===== config.mk =====
export PLATFORM = sky130hd
export DESIGN_NAME = mma_ram
export DESIGN_NICKNAME = d
export VERILOG_FILES = /design/src/hw/rtl/mma_ram.sv
export SDC_FILE = /design/constraint.sdc
export NUM_CORES = 1
export LEC_CHECK = 0
export ABC_AREA = 1
export BUFFER_PORTS_ARGS = -buffer_cell sky130_fd_sc_hd__buf_2
export CORE_MARGIN = 2
export CORE_UTILIZATION = 35
export CTS_CLUSTER_DIAMETER = 40
export DETAILED_ROUTE_END_ITERATION = 6
export GPL_ROUTABILITY_DRIVEN = 0
export SLEW_MARGIN = 20
export SYNTH_ARGS = -nofsm -noshare
export SYNTH_HDL_FRONTEND = slang
export SYNTH_SLANG_ARGS = --single-unit

===== constraint.sdc =====
create_clock -name i_clk -period 1.2 [get_ports i_clk]
set_input_delay 0.3 -clock i_clk [delete_from_list [all_inputs] [get_ports i_clk]]
set_output_delay 0.3 -clock i_clk [all_outputs]
set_load 0.01 [all_outputs]

===== src/hw/rtl/mma_ram.sv =====
// ----------------------------------------------------------------------------
// mma_ram
// Simple dual-port RAM with one write port and one registered read port.
// ----------------------------------------------------------------------------
module mma_ram #(
    parameter int WIDTH = 8,
    parameter int DEPTH = 16,
    localparam int ADDR_BITS = (DEPTH > 1) ? $clog2(DEPTH) : 1
) (
    input  logic                 i_clk,
    input  logic                 i_we,
    input  logic [ADDR_BITS-1:0] i_waddr,
    input  logic [WIDTH-1:0]     i_wdata,
    input  logic                 i_re,
    input  logic [ADDR_BITS-1:0] i_raddr,
    output logic [WIDTH-1:0]     o_rdata
);

    logic [WIDTH-1:0] r_mem [DEPTH];
    logic [WIDTH-1:0] r_rdata;

    always_ff @(posedge i_clk) begin
        if (i_we) begin
            r_mem[i_waddr] <= i_wdata;
        end
        if (i_re) begin
            r_rdata <= r_mem[i_raddr];
        end
    end

    assign o_rdata = r_rdata;

endmodule


==> summary.md, run 1 <==
| Metric | Value |
|---|---|
| # Post-CTS Setup Buffers | 0 |
| Fin crit share | 109.3% |
| Sum Neg Setup Slack | -0.4496 ns |
| Final instance area | 7132 um^2 |
| DR DRC count | 0 |
| Internal | just over 9 mW |
| P per Cell Area | between 1500 and 2000 nW/um^2 |
| Seq pwr share | between 40 and 50% |
| Leak pwr | slightly above 3 nW |
| Worst slack, placed | -0.3921 ns |
| First-pass GRT wire length | 21,260 um |
| Grt ovf | 0 |
| Num Clock Sinks | around 140 |
| Initial antenna violation count | 0 |
| IO Count | 27 |
| Filler Cells Inserted | between 1,500 and 2,000 |
| Clk Latency, worst-skew pair | around 0.42 ns |
| P&R area growth vs syn | 21.98% |
| Worst path bufs/invs | 1 |
| Dpl hpwl | about 8800 um |
| First-pass DRT Iterations | 5 |
| Slew @ Worst Pin | 0.3897 ns |
| Share of cells above drive strength 1 | 15.72% |
| H-tree levels | 4 |
| Final hold vios | 0 |
| Rel. slew slack | approximately three quarters |
| Synth cell types | 11 |
| Slowest CP cell | edfxtp_1 |
| FP Rows | 47 |
| Clock power share | 48.1% |
| IO buf count | 26 |
| Worst EP required | ~0.90 ns |
| RSZ-0062 raised after global routing | yes |
| Pin count of the biggest net entering global routing | 33 |
| Final setup violation count | 8 |
| Root Driver | clkbuf_16 |
| CTS max path bufs | 2 |
| Worst path top cell family by delay | flip-flops |
| Vias/cell | about 4.7 |
| Antenna Nets Post-Route | 0 |
| Failing checks | setup timing |
| Switching share of total power | between 20% and 30% |
| Comb pwr share | 6.2% |
| Hold_sp | i_re |
| WHS Path Cells | 1 |
| #FFs+latches synth | 136 |
| Cell Area, Placed | approximately 6500 um^2 |
| DR iter-0 viols | roughly 460 |
| Syn Nets | 570 |
| Largest fanout on the critical path | 1 |
| Worst R2R Setup Slack | roughly 0.06 ns |
| CTS buffer count | 17 |
| Area of the multi-input gates | between 1000 and 1500 um^2 |
| Register area share after synthesis | a little over two thirds |
| Minimum clock period | roughly 1.3 ns |
| Nets | between 600 and 700 |
| Outcome | finished, violations left |
| Hold Crit Class | in -> reg |
| Core ar. | around 16,000 um^2 |
| Worst setup margin | -0.1112 ns |
| R2R cell count | 6 |
| Register area | roughly 4100 um^2 |
| Cell Chain, Critical Path | buf_6 |
| Worst r2r src | r_mem[9][2]$_DFFE_PP_ |
| CTS tree | done |
| ANT cells | 0 |
| Overall Power | 11.78 mW |
| Nature of the critical path endpoint | primary output |
| Clock transition at path regs | 0.06 ns |
| Synthesized area | 5847 um^2 |
| Routed wire length | 13,480 um |
| Initial Utilization | between 30% and 40% |
| Sw power | around 2.5 mW |
| Vias in the first global route | 3,840 |
| Pins Over Slew Limit | 0 |
| Synth Instances | approximately 550 |
| Syn Area/Cell | ~11 um^2 |
| Peak supply drop | roughly 1100 uV |
| Reg-to-Reg End | o_rdata[2]$_DFFE_PP_ |
| Die H | roughly 130 um |
| Critical Path AT | 1.01 ns |
| Syn. warnings | 0 |
| WHS Endpoint | o_rdata[7]$_DFFE_PP_ |
| CP max stage delay | between 0.4 and 0.5 ns |
| Max Clock Freq | approximately 0.76 GHz |
| Max cap viols | 0 |
| Vias | approximately 3,900 |
| Crit Path Class | reg -> out |
| Die width | about 130 um |
| Clock Skew | approximately 0.0049 ns |
| Type of origin of the critical path | flop |
| Die area | roughly 18,000 um^2 |
| Wire per inst | approximately 16 um |
| Total track usage | around 16% |
-- state kept, by name, indices dropped and copies added, names as in the netlist --
| signal | flops |
|---|---|
| r_mem | 128 |
| o_rdata | 8 |
-- cell families after synthesis --
logic type | Yosys count | synth area share, %
simple gates | 289 | 20.76
flops | 136 | 69.85
buf+inv | 126 | 9.394
-- power groups by stage --
stage	clock, mW	combinational [mW]	sequential (mW)
floorplan	0	0.377	5.49
global placement	0	0.713	5.48
detailed placement	0	0.721	5.48
CTS	5.76	0.724	5.38
global route	5.95	0.809	5.39
finish	5.66	0.729	5.38
-- through the flow --
stage / std cells / utilization [%] / hold WS (ns)
after floorplan: 551 / - / 0.3989
after global placement: 805 / 39.22 / 0.6775
after detailed placement: 805 / 39.22 / 0.6722
after CTS: 837 / 43.17 / 0.2280
after global routing: 837 / 43.31 / 0.2425
final: 837 / 43.31 / 0.2440
-- routing by layer --
metal	vias to the layer above	wire length (um)	track usage, %
li1	1891	-	-
met1	1863	6370	22.94
met2	127	6117	24.08
met3	15	808	4.262
met4	0	183	5.910
met5	-	0	0
-- placed cells by master, fill, tap and decap left out, types with 2 or more instances in the layout --
master      count
edfxtp_1      136
buf_2          25
nor2_1         14
buf_4          22
inv_6           3
clkinvlp_4      4
nand3b_1        2
buf_12         10
nand2_1       173
nand3_1        94
inv_1         100
bufinv_16       5
clkbuf_16      17
nand3_2         3
nor2_2          3
-- cell type report --
| type | count | area share, % |
|---|---|---|
| Sequential cell | 136 | 57.26 |
| Multi-Input combinational cell | 289 | 17.33 |
| Timing Repair Buffer | 58 | 7.035 |
| Clock buffer | 17 | 5.965 |
| Inverter | 102 | 5.404 |
| Tap cell | 220 | 3.860 |
| Clock inverter | 15 | 3.140 |
-- repair_timing --
item                                   CTS  global route
endpoints found under the hold margin    0             0
hold buffers                             0             0
setup endpoints to repair                8            12
pin swaps                                0             0
resized for setup                        0             6
gates cloned                             0             0
-- synth_stat cells --
cell | number | share of area (%)
buf_4 | 4 | 0.51
buf_6 | 6 | 1.2
nor2_1 | 17 | 1.1
inv_1 | 100 | 6.4
inv_2 | 2 | 0.13
nand3b_1 | 2 | 0.26
nand2_1 | 173 | 11
buf_1 | 1 | 0.064
buf_2 | 13 | 1.1
edfxtp_1 | 136 | 70
nand3_1 | 97 | 8.3
-- worst reg2reg max path, delay by kind of cell (launching register included) --
family	cells	cell delay, ns
AND/OR/NAND/NOR	5	0.45
flip-flops	1	0.37
buffers and inverters	1	0.06
-- worst max-delay path by stage --
stage               slack [ns]                  from                endpoint  cells past startpoint
CTS                      -0.12  o_rdata[5]$_DFFE_PP_              o_rdata[5]                      1
global route             -0.12  o_rdata[5]$_DFFE_PP_              o_rdata[5]                      1
global placement         -0.39            i_raddr[1]    o_rdata[1]$_DFFE_PP_                      6
detailed placement       -0.39            i_raddr[1]    o_rdata[1]$_DFFE_PP_                      6
floorplan                -0.05            i_waddr[2]  r_mem[10][0]$_DFFE_PP_                      2
finish                   -0.11  o_rdata[5]$_DFFE_PP_              o_rdata[5]                      1
Note: power is estimated with default switching activity, not from simulation.
==> inputs of run 2 (changes only) <==
--- a/config.mk
+++ b/config.mk
@@ -12,6 +12,7 @@
 export CTS_CLUSTER_DIAMETER = 40
 export DETAILED_ROUTE_END_ITERATION = 6
 export GPL_ROUTABILITY_DRIVEN = 0
+export PLACE_DENSITY = 0.57
 export SLEW_MARGIN = 20
 export SYNTH_ARGS = -nofsm -noshare
 export SYNTH_HDL_FRONTEND = slang
==> run 2 against run 1 <==
Net effect:
- the run still ends with setup timing left
- sequential share of layout area grew 0.26 points
- clock skew grew 0.0046 ns
- sequential power is essentially flat
- power shrank 2.8%
- register-to-register slack gained 0.03 ns
- sequential cell count is the same
- final cell count shrank 0.12%
- global-route usage is essentially flat
- clock power shrank 5.7%
- count of clock-buffer cells in the layout grew 2
- critical path type unchanged
- largest power group is now sequential cells
==> summary.md, run 2 (same netlist as run 1, synthesis figures left out) <==
| Metric | Value |
|---|---|
| Outcome | finished, violations left |
| Failing checks | setup timing |
| CTS max path bufs | 2 (unchanged) |
| Root Driver | clkbuf_16 |
| Nets | 622 (-0.16%) |
| Sw power | 2.382 mW (-4.3%) |
| Worst R2R Setup Slack | 0.09 ns (+0.03 ns) |
| Filler Cells Inserted | 1,599 (+5.8%) |
| Core ar. | 16,470 um^2 (unchanged) |
| Pins Over Slew Limit | 0 (unchanged) |
| Slowest CP cell | edfxtp_1 |
| FP Rows | 47 (unchanged) |
| Seq pwr share | 47.1% (+1.4 points) |
| Internal | 9.067 mW (-2.4%) |
| Num Clock Sinks | 136 (unchanged) |
| Leak pwr | 3.033 nW (-0.40%) |
| Biggest register | r_mem |
| Final setup violation count | 7 (-1) |
| Critical Path AT | 1.01 ns (about the same) |
| CTS buffer count | 17 (unchanged) |
| Largest fanout on the critical path | 1 (unchanged) |
| Initial antenna violation count | 0 (unchanged) |
| Worst path bufs/invs | 1 (unchanged) |
| Max FFs per register | 128 (unchanged) |
| Hold Buf Count CTS | 0 (unchanged) |
| Rel. slew slack | 75.51% (+1.5 points) |
| Peak supply drop | 1184 uV (+10%) |
| Cell Chain, Critical Path | buf_2 |
| Vias | 3,917 (+0.54%) |
| First-pass DRT Iterations | 5 (unchanged) |
| Worst EP required | 0.90 ns (about the same) |
| IO buf count | 26 (unchanged) |
| Comb pwr share | 6.3% (about the same) |
| Antenna Nets Post-Route | 0 (unchanged) |
| Initial Utilization | 35.51% (unchanged) |
| Most common cell after layout, fill and taps aside | nand2_1 |
| Worst slack, placed | -0.2930 ns (+0.09912 ns) |
| H-tree levels | 4 (unchanged) |
| First-pass GRT wire length | 21,500 um (+1.1%) |
| Die H | 133.3 um (unchanged) |
| Switching share of total power | 20.80% (-0.33 points) |
| Share of cells above drive strength 1 | 14.77% (-0.95 points) |
| Clk Latency, worst-skew pair | 0.41 ns (about the same) |
| P per Cell Area | 1613 nW/um^2 (-2.3%) |
| CP max stage delay | 0.43 ns (about the same) |
| Clock Skew | 0.009558 ns (+0.004608 ns) |
| Max Clock Freq | 0.7631 GHz (about the same) |
| Vias in the first global route | 3,906 (+1.7%) |
| P&R area growth vs syn | 21.42% |
| Routed wire length | 13,530 um (+0.40%) |
| Pin count of the biggest net entering global routing | 33 (unchanged) |
| Slew @ Worst Pin | 0.3674 ns (-0.02228 ns) |
| Dpl hpwl | 8782 um (+0.35%) |
| Worst path top cell family by delay | flip-flops |
| Die area | 17,760 um^2 (unchanged) |
| Gr busiest metal | met2 |
| Vias/cell | 4.685 (+0.66%) |
| CTS tree | done |
| RSZ-0062 raised after global routing | yes |
| Total track usage | 16.18% (about the same) |
| Hold Slack | 0.2687 ns (+0.02467 ns) |
| Nature of the critical path endpoint | primary output |
| Clock power share | 46.6% (-1.5 points) |
| IO Count | 27 (unchanged) |
| DR DRC count | 0 (unchanged) |
| Die width | 133.3 um (unchanged) |
| Type of origin of the critical path | flop |
| Final hold vios | 0 (unchanged) |
| Crit Path Class | reg -> out |
| Met3 usage | 2.968% (-1.3 points) |
| ANT cells | 0 (unchanged) |
| Max cap viols | 0 (unchanged) |
| Hold Crit Class | in -> reg |
| Minimum clock period | 1.310 ns (-0.0007590 ns) |
| Clock transition at path regs | 0.06 ns (about the same) |
| Worst setup margin | -0.1104 ns (+0.0007590 ns) |
| Wire per inst | 16.19 um (+0.52%) |
| DR iter-0 viols | 342 (-26%) |
| GR Layer Usage met2 | 25.74% (+1.7 points) |
| Fin crit share | 109.2% (about the same) |
| Most frequent cells in the layout | 173 x nand2_1, 136 x edfxtp_1, 100 x inv_1 |
| Grt ovf | 0 (unchanged) |
| GR Layer Usage met1 | 22.62% (-0.33 points) |
-- run 2: power groups by stage --
stage / sequential [mW] / combinational, mW / clock, mW
floorplan: 5.49 / 0.377 / 0
global placement: 5.49 / 0.708 / 0
detailed placement: 5.49 / 0.718 / 0
CTS: 5.39 / 0.729 / 5.41
global route: 5.40 / 0.806 / 5.61
finish: 5.39 / 0.723 / 5.34
-- run 2: layout make-up --
| cell class | count | area, um^2 | area share (%) |
|---|---|---|---|
| flip-flops and latches | 136 | 4084 | 57.53 |
| multi-input cells | 289 | 1226 | 17.27 |
| repair buffers | 57 | 519.2 | 7.314 |
| clock buffers | 19 | 432.9 | 6.098 |
| inverters | 102 | 382.9 | 5.393 |
| well taps | 220 | 275.3 | 3.877 |
| clock inverters | 13 | 178.9 | 2.520 |
-- run 2: layer usage --
metal	routed length (um)	vias to the layer above
li1	-	1883
met1	6380	1914
met2	6423	108
met3	583	12
met4	146	0
met5	0	-
-- run 2: timing repair --
item / CTS / global route
buffers inserted: 0 / 0
resized for setup: 2 / 2
setup endpoints to repair: 8 / 9
pin swaps: 0 / 0
-- run 2: path summary, 6_finish.rpt --
kind,start,end,cells past startpoint
max,o_rdata[3]$_DFFE_PP_,o_rdata[3],1
min,i_re,o_rdata[1]$_DFFE_PP_,1
max reg2reg,r_mem[8][5]$_DFFE_PP_,o_rdata[5]$_DFFE_PP_,6
min reg2reg,r_mem[14][7]$_DFFE_PP_,o_rdata[7]$_DFFE_PP_,6
-- run 2: per-stage QoR --
| step | std cells | utilization (%) | setup TNS [ns] | power (mW) | instance area [um^2] |
|---|---|---|---|---|---|
| global placement | 804 | 39.26 | -6.681 | 6.193 | 6464 |
| global route | 836 | 43.12 | -0.7197 | 11.81 | 7099 |
| detailed placement | 804 | 39.26 | -8.799 | 6.204 | 6464 |
| finish | 836 | 43.12 | -0.4410 | 11.45 | 7099 |
| CTS | 836 | 43.05 | -0.5977 | 11.53 | 7088 |
| floorplan | 551 | - | -4.120 | 5.864 | 5854 |
==> inputs of run 3 (changes only) <==
--- a/config.mk
+++ b/config.mk
@@ -13,6 +13,7 @@
 export DETAILED_ROUTE_END_ITERATION = 6
 export GPL_ROUTABILITY_DRIVEN = 0
 export PLACE_DENSITY = 0.57
+export RECOVER_POWER = 50
 export SLEW_MARGIN = 20
 export SYNTH_ARGS = -nofsm -noshare
 export SYNTH_HDL_FRONTEND = slang
==> run 3 against run 2 <==
Net effect:
- the run still ends with setup timing left
- maximum frequency about the same
- wire length decreased by 0.13%
- largest power group unchanged
- critical path type unchanged
- sequential share of layout area is 0.091 points higher
- setup slack barely moved
- non-clock buffer count unchanged
- core utilization down 0.068 points
==> summary.md, run 3 (same netlist as run 1, synthesis figures left out) <==
| Metric | Value |
|---|---|
| Outcome | finished, violations left |
| Failing checks | setup timing |
| Worst slack, placed | -0.2930 ns (unchanged) |
| Hold_sp | i_raddr[3] |
| WHS Endpoint | o_rdata[7]$_DFFE_PP_ |
| Slowest CP cell | edfxtp_1 |
| Crit Path Class | reg -> out |
| Fin crit share | 109.2% (about the same) |
| P per Cell Area | 1615 nW/um^2 (+0.14%) |
| Worst R2R Setup Slack | 0.10 ns (about the same) |
| Most frequent cells in the layout | 173 x nand2_1, 136 x edfxtp_1, 100 x inv_1 |
| Dpl hpwl | 8782 um (unchanged) |
| Max Clock Freq | 0.7631 GHz (about the same) |
| Vias/cell | 4.672 (-0.28%) |
| Type of origin of the critical path | flop |
| Clock transition at path regs | 0.05 ns (about the same) |
| Root Driver | clkbuf_16 |
| Nature of the critical path endpoint | primary output |
| Core ar. | 16,470 um^2 (unchanged) |
| Grt ovf | 0 (unchanged) |
| Worst path bufs/invs | 1 (unchanged) |
| Wire per inst | 16.17 um (-0.13%) |
| H-tree levels | 4 (unchanged) |
| R2R cell count | 6 (unchanged) |
| IO Count | 27 (unchanged) |
| CTS buffer count | 17 (unchanged) |
| Reg-to-Reg End | o_rdata[5]$_DFFE_PP_ |
| Max FFs per register | 128 (unchanged) |
| Worst EP required | 0.90 ns (about the same) |
| First-pass DRT Iterations | 4 (-1) |
| Minimum clock period | 1.311 ns (+0.0001030 ns) |
| FP Rows | 47 (unchanged) |
| WHS Path Cells | 3 (+2) |
| DR DRC count | 0 (unchanged) |
| DR iter-0 viols | 342 (unchanged) |
| Largest fanout on the critical path | 1 (unchanged) |
| Total track usage | 16.18% (unchanged) |
| Worst r2r src | r_mem[8][5]$_DFFE_PP_ |
| First-pass GRT wire length | 21,500 um (unchanged) |
| Worst setup margin | -0.1105 ns (-0.0001030 ns) |
| Die area | 17,760 um^2 (unchanged) |
| Share of cells above drive strength 1 | 13.31% (-1.5 points) |
| CP max stage delay | 0.43 ns (about the same) |
| Antenna Nets Post-Route | 0 (unchanged) |
| Pins Over Slew Limit | 0 (unchanged) |
| Overall Power | 11.45 mW (about the same) |
| Clk Latency, worst-skew pair | 0.41 ns (about the same) |
| CTS tree | done |
| Clock Skew | 0.009492 ns (-0.00006614 ns) |
| # Post-CTS Setup Buffers | 0 (unchanged) |
| Leak pwr | 3.008 nW (-0.82%) |
| Dpl cells | 804 (unchanged) |
| P&R area growth vs syn | 21.23% |
| IO buf count | 26 (unchanged) |
| Post-route insts no fill | 836 (unchanged) |
| Cell Area, Placed | 6464 um^2 (unchanged) |
| Max cap viols | 0 (unchanged) |
| ANT cells | 0 (unchanged) |
| Final hold vios | 0 (unchanged) |
| Initial antenna violation count | 0 (unchanged) |
| Critical Path AT | 1.01 ns (about the same) |
| Peak supply drop | 1184 uV (about the same) |
| Cell Chain, Critical Path | buf_2 |
| Rel. slew slack | 41.07% (-34 points) |
| Vias in the first global route | 3,906 (unchanged) |
| Biggest register | r_mem |
| Worst path top cell family by delay | flip-flops |
| Final instance area | 7088 um^2 (-0.16%) |
| Die width | 133.3 um (unchanged) |
| Num Clock Sinks | 136 (unchanged) |
| Vias | 3,906 (-0.28%) |
| Hold Slack | 0.3032 ns (+0.03450 ns) |
| Pin count of the biggest net entering global routing | 33 (unchanged) |
| RSZ-0062 raised after global routing | yes |
| Nets | 622 (unchanged) |
| Initial Utilization | 35.51% (unchanged) |
| Most common cell after layout, fill and taps aside | nand2_1 |
| Hold Buf Count CTS | 0 (unchanged) |
| Final setup violation count | 7 (unchanged) |
| Slew @ Worst Pin | 0.8840 ns (+0.5166 ns) |
| CTS max path bufs | 2 (unchanged) |
| Die H | 133.3 um (unchanged) |
| Hold Crit Class | in -> reg |
| Routed wire length | 13,520 um (-0.13%) |
## run 3: changes by cell type in the layout (fill, tap and decap cells not counted)
cell | previous run | this run
buf_2 | 23 | 14
clkbuf_1 | 2 | 11
## run 3: through the flow
stage | TNS, ns | util (%)
2_1_floorplan | -4.120 | -
3_3_place_gp | -6.681 | 39.26
3_5_place_dp | -8.799 | 39.26
4_1_cts | -0.5977 | 43.05
5_1_grt | -0.7197 | 43.05
6_report | -0.4393 | 43.05
## run 3: layout make-up
type,count,area [um^2]
flip-flops and latches,136,4084
clock buffers,19,432.9
multi-input cells,289,1226
clock inverters,13,178.9
repair buffers,57,508.0
fillers,1602,9378
well taps,220,275.3
inverters,102,382.9
## run 3: worst max-delay path by stage
stage	from	end	slack, ns	cells after the start
final	o_rdata[3]$_DFFE_PP_	o_rdata[3]	-0.11	1
after global routing	o_rdata[3]$_DFFE_PP_	o_rdata[3]	-0.13	1
after CTS	o_rdata[4]$_DFFE_PP_	o_rdata[4]	-0.12	1
after detailed placement	i_raddr[0]	o_rdata[0]$_DFFE_PP_	-0.29	8
after global placement	i_raddr[0]	o_rdata[5]$_DFFE_PP_	-0.26	8
after floorplan	i_waddr[2]	r_mem[10][0]$_DFFE_PP_	-0.05	2
## run 3: repair_timing
item | 4_1_cts | 5_1_grt
gates resized for setup | 2 | 2
gates cloned | 0 | 0
endpoints found under the setup margin | 8 | 9
## run 3: power breakdown
part / switching, mW / internal [mW] / total [mW]
Combinational: 0.471 / 0.248 / 0.718
Clock: 1.88 / 3.46 / 5.34
Sequential: 0.0349 / 5.36 / 5.39
## run 3: routing by layer
layer | routed length, um | track usage (%)
met4 | 146 | 5.201
met5 | 0 | 0
met2 | 6410 | 25.74
met3 | 586 | 2.968
met1 | 6373 | 22.62
